### src/hdl/dqs_pkg.sv
package dqs_pkg;

    localparam int DEPTH_DEF      = 16;
    localparam int DATA_WIDTH_DEF = 32;

    localparam int CMD_W    = 3;
    localparam int VALUE_W  = 32;
    localparam int STATUS_W = 2;
    localparam int POS_W    = 4;
    localparam int COUNT_W  = 5;

    typedef enum logic [CMD_W-1:0] {
        CMD_PUSH_FRONT = 3'd0,
        CMD_PUSH_BACK  = 3'd1,
        CMD_POP_FRONT  = 3'd2,
        CMD_POP_BACK   = 3'd3,
        CMD_FIND       = 3'd4,
        CMD_CLEAR      = 3'd5
    } cmd_t;

    typedef enum logic [STATUS_W-1:0] {
        STS_OK        = 2'd0,
        STS_EMPTY     = 2'd1,
        STS_FULL      = 2'd2,
        STS_NOT_FOUND = 2'd3
    } status_t;

endpackage

### src/hdl/dqs_ram.sv
module dqs_ram
    import dqs_pkg::*;
#(
    parameter int DEPTH      = DEPTH_DEF,
    parameter int DATA_WIDTH = DATA_WIDTH_DEF,
    parameter int ADDR_W     = $clog2(DEPTH)
)
(
    input  logic                  clk,
    input  logic                  wr_en,
    input  logic [ADDR_W-1:0]     wr_addr,
    input  logic [DATA_WIDTH-1:0] wr_data,
    input  logic                  rd_en,
    input  logic [ADDR_W-1:0]     rd_addr,
    output logic [DATA_WIDTH-1:0] rd_data
);

    logic [DATA_WIDTH-1:0] mem [DEPTH];
    logic [DATA_WIDTH-1:0] rd_data_reg;

    always_ff @(posedge clk)
    begin
        if (wr_en)
        begin
            mem[wr_addr] <= wr_data;
        end
    end

    // registered read port; data holds while rd_en is low
    always_ff @(posedge clk)
    begin
        if (rd_en)
        begin
            rd_data_reg <= mem[rd_addr];
        end
    end

    assign rd_data = rd_data_reg;

endmodule

### src/hdl/double_ended_queue_with_search.sv
// Bounded double-ended queue of DEPTH entries with a find-first search.
// Input channel (in_valid / in_stall) carries one command per transfer:
// cmd (push front, push back, pop front, pop back, find, clear) and value.
// Output channel (out_valid / out_stall) returns exactly one result per
// command: status, position (first match from the front) and count.
// Push, pop, clear and unused codes give their result on the clock edge
// after the input transfer. A find on a non-empty queue walks the ring
// memory one entry per cycle through its registered read port and gives
// its result on the first match or after the last entry; a find on an
// empty queue answers not found, like the other commands.
// Throughput: one command per cycle except find, if the receiver does not
// stall; a find holds the block to the end of its walk (one RAM read port).
// A result sits in an output register; the next command is taken while
// that register is being drained in the same cycle.
// When the receiver stalls, the result holds and in_stall rises, so no
// command is taken until a slot for its result is free.
// Reset (rst_n, async, active low) empties the queue: front and occupancy go
// to zero. Entry RAM contents are not cleared; only written slots are read.
module double_ended_queue_with_search
    import dqs_pkg::*;
#(
    parameter int DEPTH      = DEPTH_DEF,
    parameter int DATA_WIDTH = DATA_WIDTH_DEF
)
(
    input  logic                       clk,
    input  logic                       rst_n,
    // command channel
    input  logic                       in_valid,
    output logic                       in_stall,
    input  logic [CMD_W-1:0]           cmd,
    input  logic signed [VALUE_W-1:0]  value,
    // result channel
    output logic                       out_valid,
    input  logic                       out_stall,
    output logic [STATUS_W-1:0]        status,
    output logic [POS_W-1:0]           position,
    output logic [COUNT_W-1:0]         count
);

    localparam int IDX_W = $clog2(DEPTH);
    localparam int CNT_W = $clog2(DEPTH + 1);
    localparam logic [IDX_W:0]   DEPTH_X  = (IDX_W+1)'(DEPTH);
    localparam logic [CNT_W-1:0] DEPTH_C  = CNT_W'(DEPTH);
    localparam logic [IDX_W-1:0] LAST_IDX = IDX_W'(DEPTH - 1);

    // one-hot controller states
    typedef enum logic [1:0] {
        ST_IDLE   = 2'b01,
        ST_SEARCH = 2'b10
    } state_t;

    // ring address: (base + off) mod DEPTH, both operands below DEPTH
    function automatic logic [IDX_W-1:0] ring_add(
        input logic [IDX_W-1:0] base,
        input logic [IDX_W-1:0] off
    );
        logic [IDX_W:0] sum;
        sum = {1'b0, base} + {1'b0, off};
        if (sum >= DEPTH_X)
        begin
            sum = sum - DEPTH_X;
        end
        return sum[IDX_W-1:0];
    endfunction

    state_t state_reg, state_next;

    logic [IDX_W-1:0]      front_reg, front_next;
    logic [CNT_W-1:0]      occ_reg, occ_next;

    // search walk: rd_idx is the next offset to read, cmp_idx the offset
    // whose data sits on the RAM output when cmp_vld is set
    logic [CNT_W-1:0]      rd_idx_reg, rd_idx_next;
    logic [CNT_W-1:0]      cmp_idx_reg, cmp_idx_next;
    logic                  cmp_vld_reg, cmp_vld_next;
    logic [DATA_WIDTH-1:0] key_reg, key_next;

    logic                  out_valid_reg, out_valid_next;
    logic [STATUS_W-1:0]   status_reg, status_next;
    logic [POS_W-1:0]      pos_reg, pos_next;
    logic [COUNT_W-1:0]    count_reg, count_next;

    logic                  ram_wr_en;
    logic [IDX_W-1:0]      ram_wr_addr;
    logic                  ram_rd_en;
    logic [IDX_W-1:0]      ram_rd_addr;
    logic [DATA_WIDTH-1:0] ram_rd_data;

    logic                  out_free;
    logic                  in_xfer;
    logic [DATA_WIDTH-1:0] in_key;
    logic [IDX_W-1:0]      front_dec;
    logic                  is_full;
    logic                  is_empty;
    logic                  hit;
    logic                  last_cmp;

    dqs_ram #(
        .DEPTH      (DEPTH),
        .DATA_WIDTH (DATA_WIDTH),
        .ADDR_W     (IDX_W)
    ) u_ram (
        .clk     (clk),
        .wr_en   (ram_wr_en),
        .wr_addr (ram_wr_addr),
        .wr_data (in_key),
        .rd_en   (ram_rd_en),
        .rd_addr (ram_rd_addr),
        .rd_data (ram_rd_data)
    );

    // output register is free if empty or drained this cycle
    assign out_free = !out_valid_reg || !out_stall;
    assign in_stall = (state_reg != ST_IDLE) || !out_free;
    assign in_xfer  = in_valid && !in_stall;

    // value is taken as an unsigned bit pattern
    assign in_key    = DATA_WIDTH'($unsigned(value));
    assign front_dec = (front_reg == '0) ? LAST_IDX : front_reg - 1'b1;
    assign is_full   = (occ_reg == DEPTH_C);
    assign is_empty  = (occ_reg == '0);
    assign hit       = cmp_vld_reg && (ram_rd_data == key_reg);
    assign last_cmp  = cmp_vld_reg && (CNT_W'(cmp_idx_reg + 1'b1) == occ_reg);

    always_comb
    begin
        state_next     = state_reg;
        front_next     = front_reg;
        occ_next       = occ_reg;
        rd_idx_next    = rd_idx_reg;
        cmp_idx_next   = cmp_idx_reg;
        cmp_vld_next   = cmp_vld_reg;
        key_next       = key_reg;
        out_valid_next = out_valid_reg && out_stall;
        status_next    = status_reg;
        pos_next       = pos_reg;
        count_next     = count_reg;
        ram_wr_en      = 1'b0;
        ram_wr_addr    = front_dec;
        ram_rd_en      = 1'b0;
        ram_rd_addr    = ring_add(front_reg, rd_idx_reg[IDX_W-1:0]);

        case (state_reg)
            ST_IDLE:
            begin
                if (in_xfer)
                begin
                    status_next    = STS_OK;
                    pos_next       = '0;
                    out_valid_next = 1'b1;
                    case (cmd)
                        CMD_PUSH_FRONT:
                        begin
                            if (is_full)
                            begin
                                status_next = STS_FULL;
                            end
                            else
                            begin
                                ram_wr_en   = 1'b1;
                                ram_wr_addr = front_dec;
                                front_next  = front_dec;
                                occ_next    = occ_reg + 1'b1;
                            end
                        end
                        CMD_PUSH_BACK:
                        begin
                            if (is_full)
                            begin
                                status_next = STS_FULL;
                            end
                            else
                            begin
                                ram_wr_en   = 1'b1;
                                ram_wr_addr = ring_add(front_reg, occ_reg[IDX_W-1:0]);
                                occ_next    = occ_reg + 1'b1;
                            end
                        end
                        CMD_POP_FRONT:
                        begin
                            if (is_empty)
                            begin
                                status_next = STS_EMPTY;
                            end
                            else
                            begin
                                front_next = ring_add(front_reg, IDX_W'(1));
                                occ_next   = occ_reg - 1'b1;
                            end
                        end
                        CMD_POP_BACK:
                        begin
                            if (is_empty)
                            begin
                                status_next = STS_EMPTY;
                            end
                            else
                            begin
                                occ_next = occ_reg - 1'b1;
                            end
                        end
                        CMD_FIND:
                        begin
                            if (is_empty)
                            begin
                                status_next = STS_NOT_FOUND;
                            end
                            else
                            begin
                                // result comes from the walk
                                out_valid_next = 1'b0;
                                key_next       = in_key;
                                rd_idx_next    = '0;
                                cmp_vld_next   = 1'b0;
                                state_next     = ST_SEARCH;
                            end
                        end
                        CMD_CLEAR:
                        begin
                            if (is_empty)
                            begin
                                status_next = STS_EMPTY;
                            end
                            else
                            begin
                                occ_next   = '0;
                                front_next = '0;
                            end
                        end
                        default:
                        begin
                            status_next = STS_OK;
                        end
                    endcase
                    count_next = COUNT_W'(occ_next);
                end
            end
            ST_SEARCH:
            begin
                if (hit || last_cmp)
                begin
                    // hold the walk until the result register frees up
                    if (out_free)
                    begin
                        out_valid_next = 1'b1;
                        status_next    = hit ? STS_OK : STS_NOT_FOUND;
                        pos_next       = hit ? POS_W'(cmp_idx_reg) : '0;
                        count_next     = COUNT_W'(occ_reg);
                        cmp_vld_next   = 1'b0;
                        state_next     = ST_IDLE;
                    end
                end
                else
                begin
                    if (rd_idx_reg < occ_reg)
                    begin
                        ram_rd_en    = 1'b1;
                        cmp_idx_next = rd_idx_reg;
                        cmp_vld_next = 1'b1;
                        rd_idx_next  = rd_idx_reg + 1'b1;
                    end
                    else
                    begin
                        cmp_vld_next = 1'b0;
                    end
                end
            end
            default:
            begin
                state_next = ST_IDLE;
            end
        endcase
    end

    always_ff @(posedge clk or negedge rst_n)
    begin
        if (!rst_n)
        begin
            state_reg     <= ST_IDLE;
            front_reg     <= '0;
            occ_reg       <= '0;
            rd_idx_reg    <= '0;
            cmp_idx_reg   <= '0;
            cmp_vld_reg   <= 1'b0;
            out_valid_reg <= 1'b0;
        end
        else
        begin
            state_reg     <= state_next;
            front_reg     <= front_next;
            occ_reg       <= occ_next;
            rd_idx_reg    <= rd_idx_next;
            cmp_idx_reg   <= cmp_idx_next;
            cmp_vld_reg   <= cmp_vld_next;
            out_valid_reg <= out_valid_next;
        end
    end

    always_ff @(posedge clk)
    begin
        key_reg    <= key_next;
        status_reg <= status_next;
        pos_reg    <= pos_next;
        count_reg  <= count_next;
    end

    assign out_valid = out_valid_reg;
    assign status    = status_reg;
    assign position  = pos_reg;
    assign count     = count_reg;

    // occupancy never passes the ring size
    a_occ_bound: assert property (@(posedge clk) disable iff (!rst_n)
        occ_reg <= DEPTH_C)
        else $error("occupancy above depth");

    // a walk only runs over a non-empty queue and never reads past its end
    a_walk_bound: assert property (@(posedge clk) disable iff (!rst_n)
        (state_reg == ST_SEARCH) |-> (!is_empty && rd_idx_reg <= occ_reg))
        else $error("search walk out of bounds");

    // every command other than find has its result on the next edge
    a_quick_result: assert property (@(posedge clk) disable iff (!rst_n)
        (in_xfer && cmd != CMD_FIND) |=> out_valid)
        else $error("missing single-cycle result");

    // no new command is taken while a find is walking
    a_no_take_in_walk: assert property (@(posedge clk) disable iff (!rst_n)
        (state_reg == ST_SEARCH) |-> in_stall)
        else $error("command taken during search");

endmodule

### config.mk
export PLATFORM = sky130hd
export DESIGN_NAME = double_ended_queue_with_search
export DESIGN_NICKNAME = d
export VERILOG_FILES = /design/src/hdl/dqs_pkg.sv /design/src/hdl/dqs_ram.sv /design/src/hdl/double_ended_queue_with_search.sv
export SDC_FILE = /design/constraint.sdc
export NUM_CORES = 1
export LEC_CHECK = 0
export ABC_AREA = 1
export BUFFER_PORTS_ARGS = -buffer_cell sky130_fd_sc_hd__buf_2
export CORE_ASPECT_RATIO = 0.6
export CORE_MARGIN = 5
export CORE_UTILIZATION = 42
export DETAILED_ROUTE_END_ITERATION = 16
export PLACE_DENSITY = 0.56
export SLEW_MARGIN = 0
export SYNTH_ARGS = -nofsm -noshare
export SYNTH_HDL_FRONTEND = slang
export SYNTH_HIERARCHICAL = 1
export SYNTH_SLANG_ARGS = --single-unit
### constraint.sdc
create_clock -name clk -period 4.3 [get_ports clk]
set_input_delay 0.86 -clock clk [delete_from_list [all_inputs] [get_ports clk]]
set_output_delay 0.86 -clock clk [all_outputs]
set_load 0.02 [all_outputs]
Word level (Yosys, flattened, before mapping)
Memory sizes are Yosys's and may differ from the RTL's. A register that Yosys moved wholly into a read port is not among the register bits. Cells that the tools add are included.

Register bits after elaboration: 66. Bits in writable memories: 512. Input port bits: 39. Output and inout port bits: 13. Word-level logic and storage cells: 145. Memories: 1.

Add/subtract/negate cells: 11. Order comparisons: 4. Eq/ne operators: 22. Muxes and demuxes: 67. Bitwise operators: 2. Reduce and logical (&&, ||, !) cells: 27.

Memories: u_ram.mem (words 16, bits a word 32, read ports 1, clocked after memory_dff 1, wr ports 1, line dqs_ram.sv:18) `logic [DATA_WIDTH-1:0] mem [DEPTH];`.

Operators by type and width (number): 2-to-1 mux 4 bit (15); 2-to-1 mux 5 bit (11); equality test 32 bit (1); 2-to-1 mux 2 bit (11); 2-to-1 mux 1 bit (20); one-hot mux 5 bit (2 select lines) (2); != test 2 bit, second input constant (9); subtractor 4 x 1 -> 4 bit, second input constant (4); adder 5 x 1 -> 5 bit, second input constant (3); greater-or-equal comparator 5 bit, second input constant (3); one-hot mux 5 bit (3 select lines) (1); one-hot mux 4 bit (3 select lines) (1); AND reduction 6 bit (2); adder 4 x 4 -> 5 bit (2); AND reduction 5 bit (2); one-hot mux 2 bit (2 select lines) (2); one-hot mux 4 bit (2 select lines) (1); AND reduction 4 bit (2); equality test 3 x 2 -> 1 bit, second input constant (2); equality test 3 bit, second input constant (2); one-hot mux 2 bit (3 select lines) (1); adder 4 x 1 -> 5 bit, second input constant (1); equality test 5 bit (1); equality test 5 bit, second input constant (1); other kinds (21) (33).

Longest topological paths before layout
Gate-level depths: netlist (run 1).

Word-level depth: 10. Depth in mapped cells: 16. Depth with buffers taken out: 16.

Hierarchy
The synthesis (run 1) kept the hierarchy.

Modules (own cells, without submodules): dqs_ram (times used 1, cells each 2120, area each 23050.9 µm², sequential area each 16335.7 µm²); double_ended_queue_with_search (times used 1, cells each 556, area each 4493.1 µm², sequential area each 1868.0 µm²).

Least setup slack after synthesis (run 1)
No wires, ideal clock.

Path type: input -> register. Start point: in cmd[2]. End point: mem u_ram/mem[10][0] (netlist name), enable pin. Library setup time: 0.421 ns. Arrival time: 3.440 ns. Path slack: 0.439 ns. Stages on the path: 9. Path buffers: 1. Cells stage by stage: buf_6 -> nor2_1 -> nand2_1 -> nor2_2 -> nand3_2 -> mux2i_1 -> inv_1 -> nand3b_1 -> nor2_1.

Longest elaborated chain between the ends: 7. Elaborated cells between the ends (all ways): 11.

RTL lines: start, declared (line double_ended_queue_with_search.sv:31) `input logic [CMD_W-1:0] cmd,`; equality test 3 x 1 -> 1 bit / zero test 3 bit (equally long branches) (line double_ended_queue_with_search.sv:152) `case (cmd)`; OR reduction 2 bit (no source line) (*); 2-to-1 mux 1 bit (*); 2-to-1 mux 1 bit (*) (line double_ended_queue_with_search.sv:147) `if (in_xfer)`; 2-to-1 mux 1 bit (*) (line double_ended_queue_with_search.sv:144) `case (state_reg)`; via ram_wr_en (line double_ended_queue_with_search.sv:84) `logic ram_wr_en;`; 2-to-1 mux 1 bit (*) (line dqs_ram.sv:23) `if (wr_en)`; 2-to-1 mux 1 bit (implied by the code) (*) (line dqs_ram.sv:25) `mem[wr_addr] <= wr_data;`; end, declared (line dqs_ram.sv:18).

The timed path passes the listed nets; every way through them passes the cells marked *.

Worst setup path in the final report (run 1)
Start point: reg state_reg[0]. End point: mem u_ram/mem[14][17] (netlist name), enable pin.

Longest elaborated chain between the ends: 8. Elaborated cells between the ends (all ways): 11.

RTL lines: start, declared (line double_ended_queue_with_search.sv:67) `state_t state_reg, state_next;`; start signal, assigned (line double_ended_queue_with_search.sv:290) `state_reg <= state_next;`; != test 2 x 1 -> 1 bit (line double_ended_queue_with_search.sv:115) `assign in_stall = (state_reg != ST_IDLE) || !out_free;`; logical OR 1 bit (line double_ended_queue_with_search.sv:115); zero test 1 bit (line double_ended_queue_with_search.sv:116) `assign in_xfer = in_valid && !in_stall;`; logical AND 1 bit (line double_ended_queue_with_search.sv:116); 2-to-1 mux 1 bit (line double_ended_queue_with_search.sv:147); 2-to-1 mux 1 bit (*) (line double_ended_queue_with_search.sv:144); via ram_wr_en (line double_ended_queue_with_search.sv:84); 2-to-1 mux 1 bit (*) (line dqs_ram.sv:23); 2-to-1 mux 1 bit (implied by the code) (*) (line dqs_ram.sv:25).

Marks and branches as above.

==> results.txt, run 1 <==
status = complete, no violations
Setup Slack @ Placement = 632 ps
fraction of layout instances using a drive strength above 1 = 8.98%
Worst Setup SP = state_reg[0]
Reg clk slew, reported paths = 70 ps
Die H = 208 um
GRT Overall Usage = 19.7%
R2R Path Start = state_reg[0]
setup TNS = 0 ps
CTS sink count = 610
Routed Antenna Nets = 0
pwr dens = 710 nW/um^2
Tightest Pin Transition = 1040 ps
Post-synth top cells = nand2_1 (815), edfxtp_1 (587), inv_1 (481)
max-cap violations = 0
worst reg2reg path depth = 8
drt drc = 0
Yosys Warn Count = 6
Mapped Nets = 2,737
Synth async-reset ratio = 3.77%
CP arrival = 3800 ps
post-synthesis instance total = 2,676
Tmin final = 3530 ps
final net count = 2,777
Worst-Skew Late Latency = 640 ps
Final Skew = 18.1 ps
average cell area after synthesis = 10.3 sq um
first-pass GRT wire length = 108,000 um
post-synthesis cell type count = 53
worst min path class = primary input to asynchronous set/reset pin
Vias = 18.2k
total die area = 71,000 sq um
R2R Setup Slk = 770 ps
area grow syn2layout = 10.8%
setup ws final = 773 ps
Post-synth EDFFs = 587
DIE WIDTH = 341 um
core area = 64,700 sq um
Synth Register Bits = 610
Initial Util = 42.6%
max_slew headroom = 30.5%
num ports = 52
Fmax = 0.284 GHz
sequential area share after synthesis = 66.1%
largest net degree at the start of global routing = 141
CTS Buffer Depth = 3
TritonCTS clock tree = built
Avg WL per Cell = 19.4 um
Top FF cell, synth = edfxtp_1
top cells by area, synth = edfxtp_1 (64%), nand2_1 (11%), nand3_1 (7.4%), inv_1 (6.6%), dfrtp_1 (2.0%)
Setup crit end kind = flip-flop
Final Hold Vio Count = 0
Pre-antenna DRT Iters = 5
worst reg2reg path endpoint = u_ram/mem[14][17]
peak supply drop = 1.19 mV
postcts setup bufs = 0
fin crit share = 82.0%
initial antenna violation count = 3
worst-path fanout max = 32
Leak = 12.9 nW
clk root buf = clkbuf_16
Setup CP Type = flip-flop to flip-flop
# resized after CTS = 0
vias in the first global route = 17.4k
area share of the largest cell type after synthesis = 64.0%
via/cell ratio = 5.02
DRT iter0 DRCs = 1,868
Inserted Clock Buffers = 58
Worst Path Required = 4570 ps
Final setup viols = 0
RSZ-0062 raised after global routing = false
number of flip-flops in the largest register = 512
startpoint types = flip-flop
Pins Over Slew Limit = 0
GRT overflow = 0
leading area contributor after synthesis = edfxtp_1
count leader, synth = nand2_1
Final Wtd Congestion = 0.850
row cnt = 72
port buffer count = 51
final WL = 70,200 um
H-tree depth = 2
hold_buf cts = 0
cell area after synthesis = 27,500 sq um
Final HPWL DP = 41,100 um
## worst max-delay path, stage by stage, from the launching register on
cell     delay (ps)
dfstp_2         540
ha_1            490
nand3_4         240
nor2_2          300
nand3_2         200
o21ai_0         360
nand2_1         330
nor2_4          180
buf_4           520
## per-stage QoR
stage	cell area [sq um]	total power [mW]	utilization, %	hold WS, ps	std cells
after floorplan	27500	14.2	-	453	2676
after global placement	28700	16.6	44.4	465	3507
after detailed placement	28700	16.7	44.4	469	3507
after CTS	30500	21.8	47.2	206	3612
after global routing	30500	23.1	47.2	247	3613
final	30500	21.7	47.2	231	3613
## kinds of logic after synthesis
logic type	count (synthesis)	share of synthesized area (%)
fa+ha+maj	22	1.05
buf+inv	606	9.53
compound gates	64	1.47
xor+xnor	24	0.763
flops	610	66.1
mux	1	0.0363
simple gates	1349	21.1
## routing by layer
layer	vias up	GRT usage, %	share of wire (%)
met5	-	0	0
met1	8796	31.0	50
met2	530	28.6	42
met3	80	3.46	6.5
met4	0	4.14	1.6
li1	8747	-	-
## cell type report
type | instances | area, sq um
Sequential cell | 610 | 18200
Fill cell | 5914 | 34200
Timing Repair Buffer | 93 | 683
Inverter | 493 | 1870
Clock buffer | 78 | 1560
Clock inverter | 27 | 273
Multi-Input combinational cell | 1460 | 6870
Tap cell | 851 | 1060
Antenna cell | 1 | 2.50
## cell usage in the layout (no fill, tap or decap), drive strengths merged, types with 2 or more instances in the layout
cell     netlist  layout
o22ai          4       4
nand4         15      15
clkbuf        17      78
o21ai         36      36
nand3        415     415
fa             2       2
inv          492     493
bufinv         0       5
o2111ai        3       3
nor2          76      76
nand3b         2       2
a31oi          2       2
nand2        825     825
buf           96      93
or2            4       4
clkinv         1      21
edfxtp       587     587
nor3           7       7
dfrtp         22      22
o221ai         2       2
xnor2         16      16
xor2           8       8
nor3b          3       3
ha            20      20
a21oi         11      11
## power breakdown
| part | switching, mW | total, mW | internal (mW) | leakage [nW] |
|---|---|---|---|---|
| sequential | 0.257 | 7.31 | 7.06 | 5.59 |
| clock | 2.26 | 5.10 | 2.84 | 0.899 |
| combinational | 6.65 | 9.28 | 2.63 | 6.44 |
## how the worst max path moves through the flow
stage	slack [ps]	end
floorplan	440	u_ram/mem[10][0]
CTS	800	u_ram/mem[14][8]
detailed placement	630	u_ram/mem[14][12]
global placement	680	u_ram/mem[14][12]
finish	770	u_ram/mem[14][17]
global route	590	u_ram/mem[14][5]
Power figures use the tool's default switching activity.
==> run 2, diff against run 1 <==
--- a/config.mk
+++ b/config.mk
@@ -5,7 +5,7 @@
 export SDC_FILE = /design/constraint.sdc
 export NUM_CORES = 1
 export LEC_CHECK = 0
-export ABC_AREA = 1
+export ABC_AREA = 0
 export BUFFER_PORTS_ARGS = -buffer_cell sky130_fd_sc_hd__buf_2
 export CORE_ASPECT_RATIO = 0.6
 export CORE_MARGIN = 5
==> constraint.sdc (replaced) <==
create_clock -name clk -period 3.3 [get_ports clk]
set_input_delay 0.66 -clock clk [delete_from_list [all_inputs] [get_ports clk]]
set_output_delay 0.66 -clock clk [all_outputs]
set_load 0.02 [all_outputs]
==> run 2 against run 1 <==
  * Critical path depth is 2 lower
  * Non-clock buffer count up 26
  * Core utilization rose by 1.7 points
  * Wire length decreased by 20%
  * Combinational power is 17% higher
  * Clock-buffer cell count fell by 11
  * Global-route usage shrank 1.9 points
  * Setup slack worse by 640 ps
  * Clock power increased by 25%
  * Cell count is 41% lower
  * Critical path type unchanged
  * Critical endpoint is now position[0]
  * Largest cell class unchanged
==> results.txt, run 2 <==
Post-synth EDFFs = 587
GRT Overall Usage = 17.8%
largest net degree at the start of global routing = 53
Final setup viols = 0
worst-path fanout max = 13
total die area = 62,700 sq um
# resized after CTS = 0
sequential area share after synthesis = 75.3%
worst reg2reg path depth = 6
Pre-antenna DRT Iters = 7
status = complete, no violations
Avg WL per Cell = 26.1 um
row cnt = 68
Post-synth top cells = edfxtp_1 (587), mux4_2 (128), nand2_1 (73)
startpoint types = flip-flop
H-tree depth = 2
area share of the largest cell type after synthesis = 72.9%
setup TNS = 0 ps
Vias = 12.2k
Worst Path Required = 3600 ps
Pwr Total = 26.7 mW
TritonCTS clock tree = built
Yosys Warn Count = 6
vias in the first global route = 12.1k
Tmin final = 3160 ps
drt drc = 0
Final Skew = 20.6 ps
Synth Register Bits = 610
worst min path class = primary input to asynchronous set/reset pin
CTS sink count = 610
most frequent cells in the layout = edfxtp_1 (587), mux4_2 (128), nand2_1 (73), a22oi_1 (67), clkbuf_16 (57)
Fin Hold WS = 66.5 ps
Final HPWL DP = 32,900 um
Setup crit end kind = flip-flop
Leak = 9.09 nW
Reg clk slew, reported paths = 70 ps
Worst-Skew Late Latency = 600 ps
Die H = 196 um
hold_buf cts = 0
Final Hold Vio Count = 0
DRT iter0 DRCs = 1,215
post-synthesis cell type count = 67
Initial Util = 42.2%
pwr dens = 953 nW/um^2
via/cell ratio = 5.66
fraction of layout instances using a drive strength above 1 = 26.9%
Fmax = 0.316 GHz
RSZ-0062 raised after global routing = false
DIE WIDTH = 320 um
CTS Buffer Depth = 3
max-cap violations = 0
cell area after synthesis = 24,200 sq um
post-synthesis instance total = 1,213
CP arrival = 3460 ps
first-pass GRT wire length = 82,800 um
GRT overflow = 0
Synth async-reset ratio = 3.77%
leading area contributor after synthesis = edfxtp_1
initial antenna violation count = 0
postcts setup bufs = 0
count leader, synth = edfxtp_1
final net count = 1,394
Mapped Nets = 1,274
Inserted Clock Buffers = 56
final WL = 56,100 um
clk root buf = clkbuf_16
number of flip-flops in the largest register = 512
area grow syn2layout = 15.8%
peak supply drop = 1.34 mV
core area = 57,300 sq um
port buffer count = 51
top cells by area, synth = edfxtp_1 (73%), mux4_2 (12%), dfrtp_1 (2.3%), a22oi_1 (2.1%), xnor2_1 (1.4%)
average cell area after synthesis = 19.9 sq um
num ports = 52
Tightest Pin Transition = 706 ps
Setup CP Type = flip-flop to flip-flop
fin crit share = 95.8%
Routed Antenna Nets = 0
Filler cells = 4,616
Final Wtd Congestion = 0.853
diode count = 0
max_slew headroom = 52.5%
Top FF cell, synth = edfxtp_1
Layout Utilization = 48.9%
commonest non-fill, non-tap cell in the layout = edfxtp_1
Pins Over Slew Limit = 0
-- run 2: changes by cell type in the layout (fill, tap and decap cells not counted), sizes merged, moves of 18 or more --
cell | before | now
nand3 | 415 | 19
inv | 493 | 17
xnor2 | 16 | 38
mux4 | 0 | 128
o21ai | 36 | 18
a22oi | 0 | 67
nor2 | 76 | 30
nand2 | 825 | 73
buf | 93 | 119
-- run 2: area by class of cell --
class | instances | area (sq um) | area share [%]
repair buffers | 119 | 1130 | 4.03
flip-flops and latches | 610 | 18200 | 65.0
clock buffers | 67 | 1460 | 5.22
clock inverters | 36 | 320 | 1.14
inverters | 17 | 67.6 | 0.241
well taps | 770 | 963 | 3.44
multi-input cells | 529 | 5870 | 21.0
-- run 2: cells by family after synthesis --
group	after synthesis	share of synthesized area (%)
fa+ha+maj	22	1.20
xor+xnor	47	1.70
compound gates	135	4.18
mux	139	12.4
simple gates	186	3.79
flops	610	75.3
buf+inv	74	1.46
-- run 2: per-stage QoR --
stage,setup slack (ps),std cells,cell area (sq um)
after floorplan,18.2,1213,24400
after global placement,203,2045,26200
after detailed placement,153,2045,26200
after CTS,140,2148,28000
after global routing,49.8,2148,28000
final,138,2148,28000
-- run 2: power breakdown --
group          switching, mW  internal, mW  leakage [nW]
registers              0.234          9.18          5.59
clock network           2.76          3.62         0.876
logic                   5.90          5.01          2.62
total                   8.89          17.8          9.09
-- run 2: worst paths after layout --
kind | slack [ps] | endpoint | startpoint
worst max register to register | 140 | position[0] | key_reg[28]
worst min-delay path | 70 | cmp_idx_reg[2] | rst_n
max in group asynchronous | 2810 | front_reg[0] | rst_n
worst min register to register | 510 | state_reg[0] | state_reg[0]
worst max-delay path | 140 | position[0] | key_reg[28]
min in group clk | 450 | u_ram/mem[9][2] | value[2]
-- run 2: critical path, stage by stage, from the launching register on --
cell and delay, ps:
edfxtp_1 380, xnor2_1 450, nand4_1 180, nor4_1 670
a41oi_2 530, a221oi_1 400, buf_4 250
-- run 2: routing by layer --
layer / share of wire [%] / GRT usage, % / vias up
met5: 0 / 0 / -
met4: 1.3 / 3.07 / 0
met3: 8.0 / 3.68 / 69
met2: 43 / 25.4 / 438
met1: 48 / 28.8 / 6424
li1: - / - / 5237
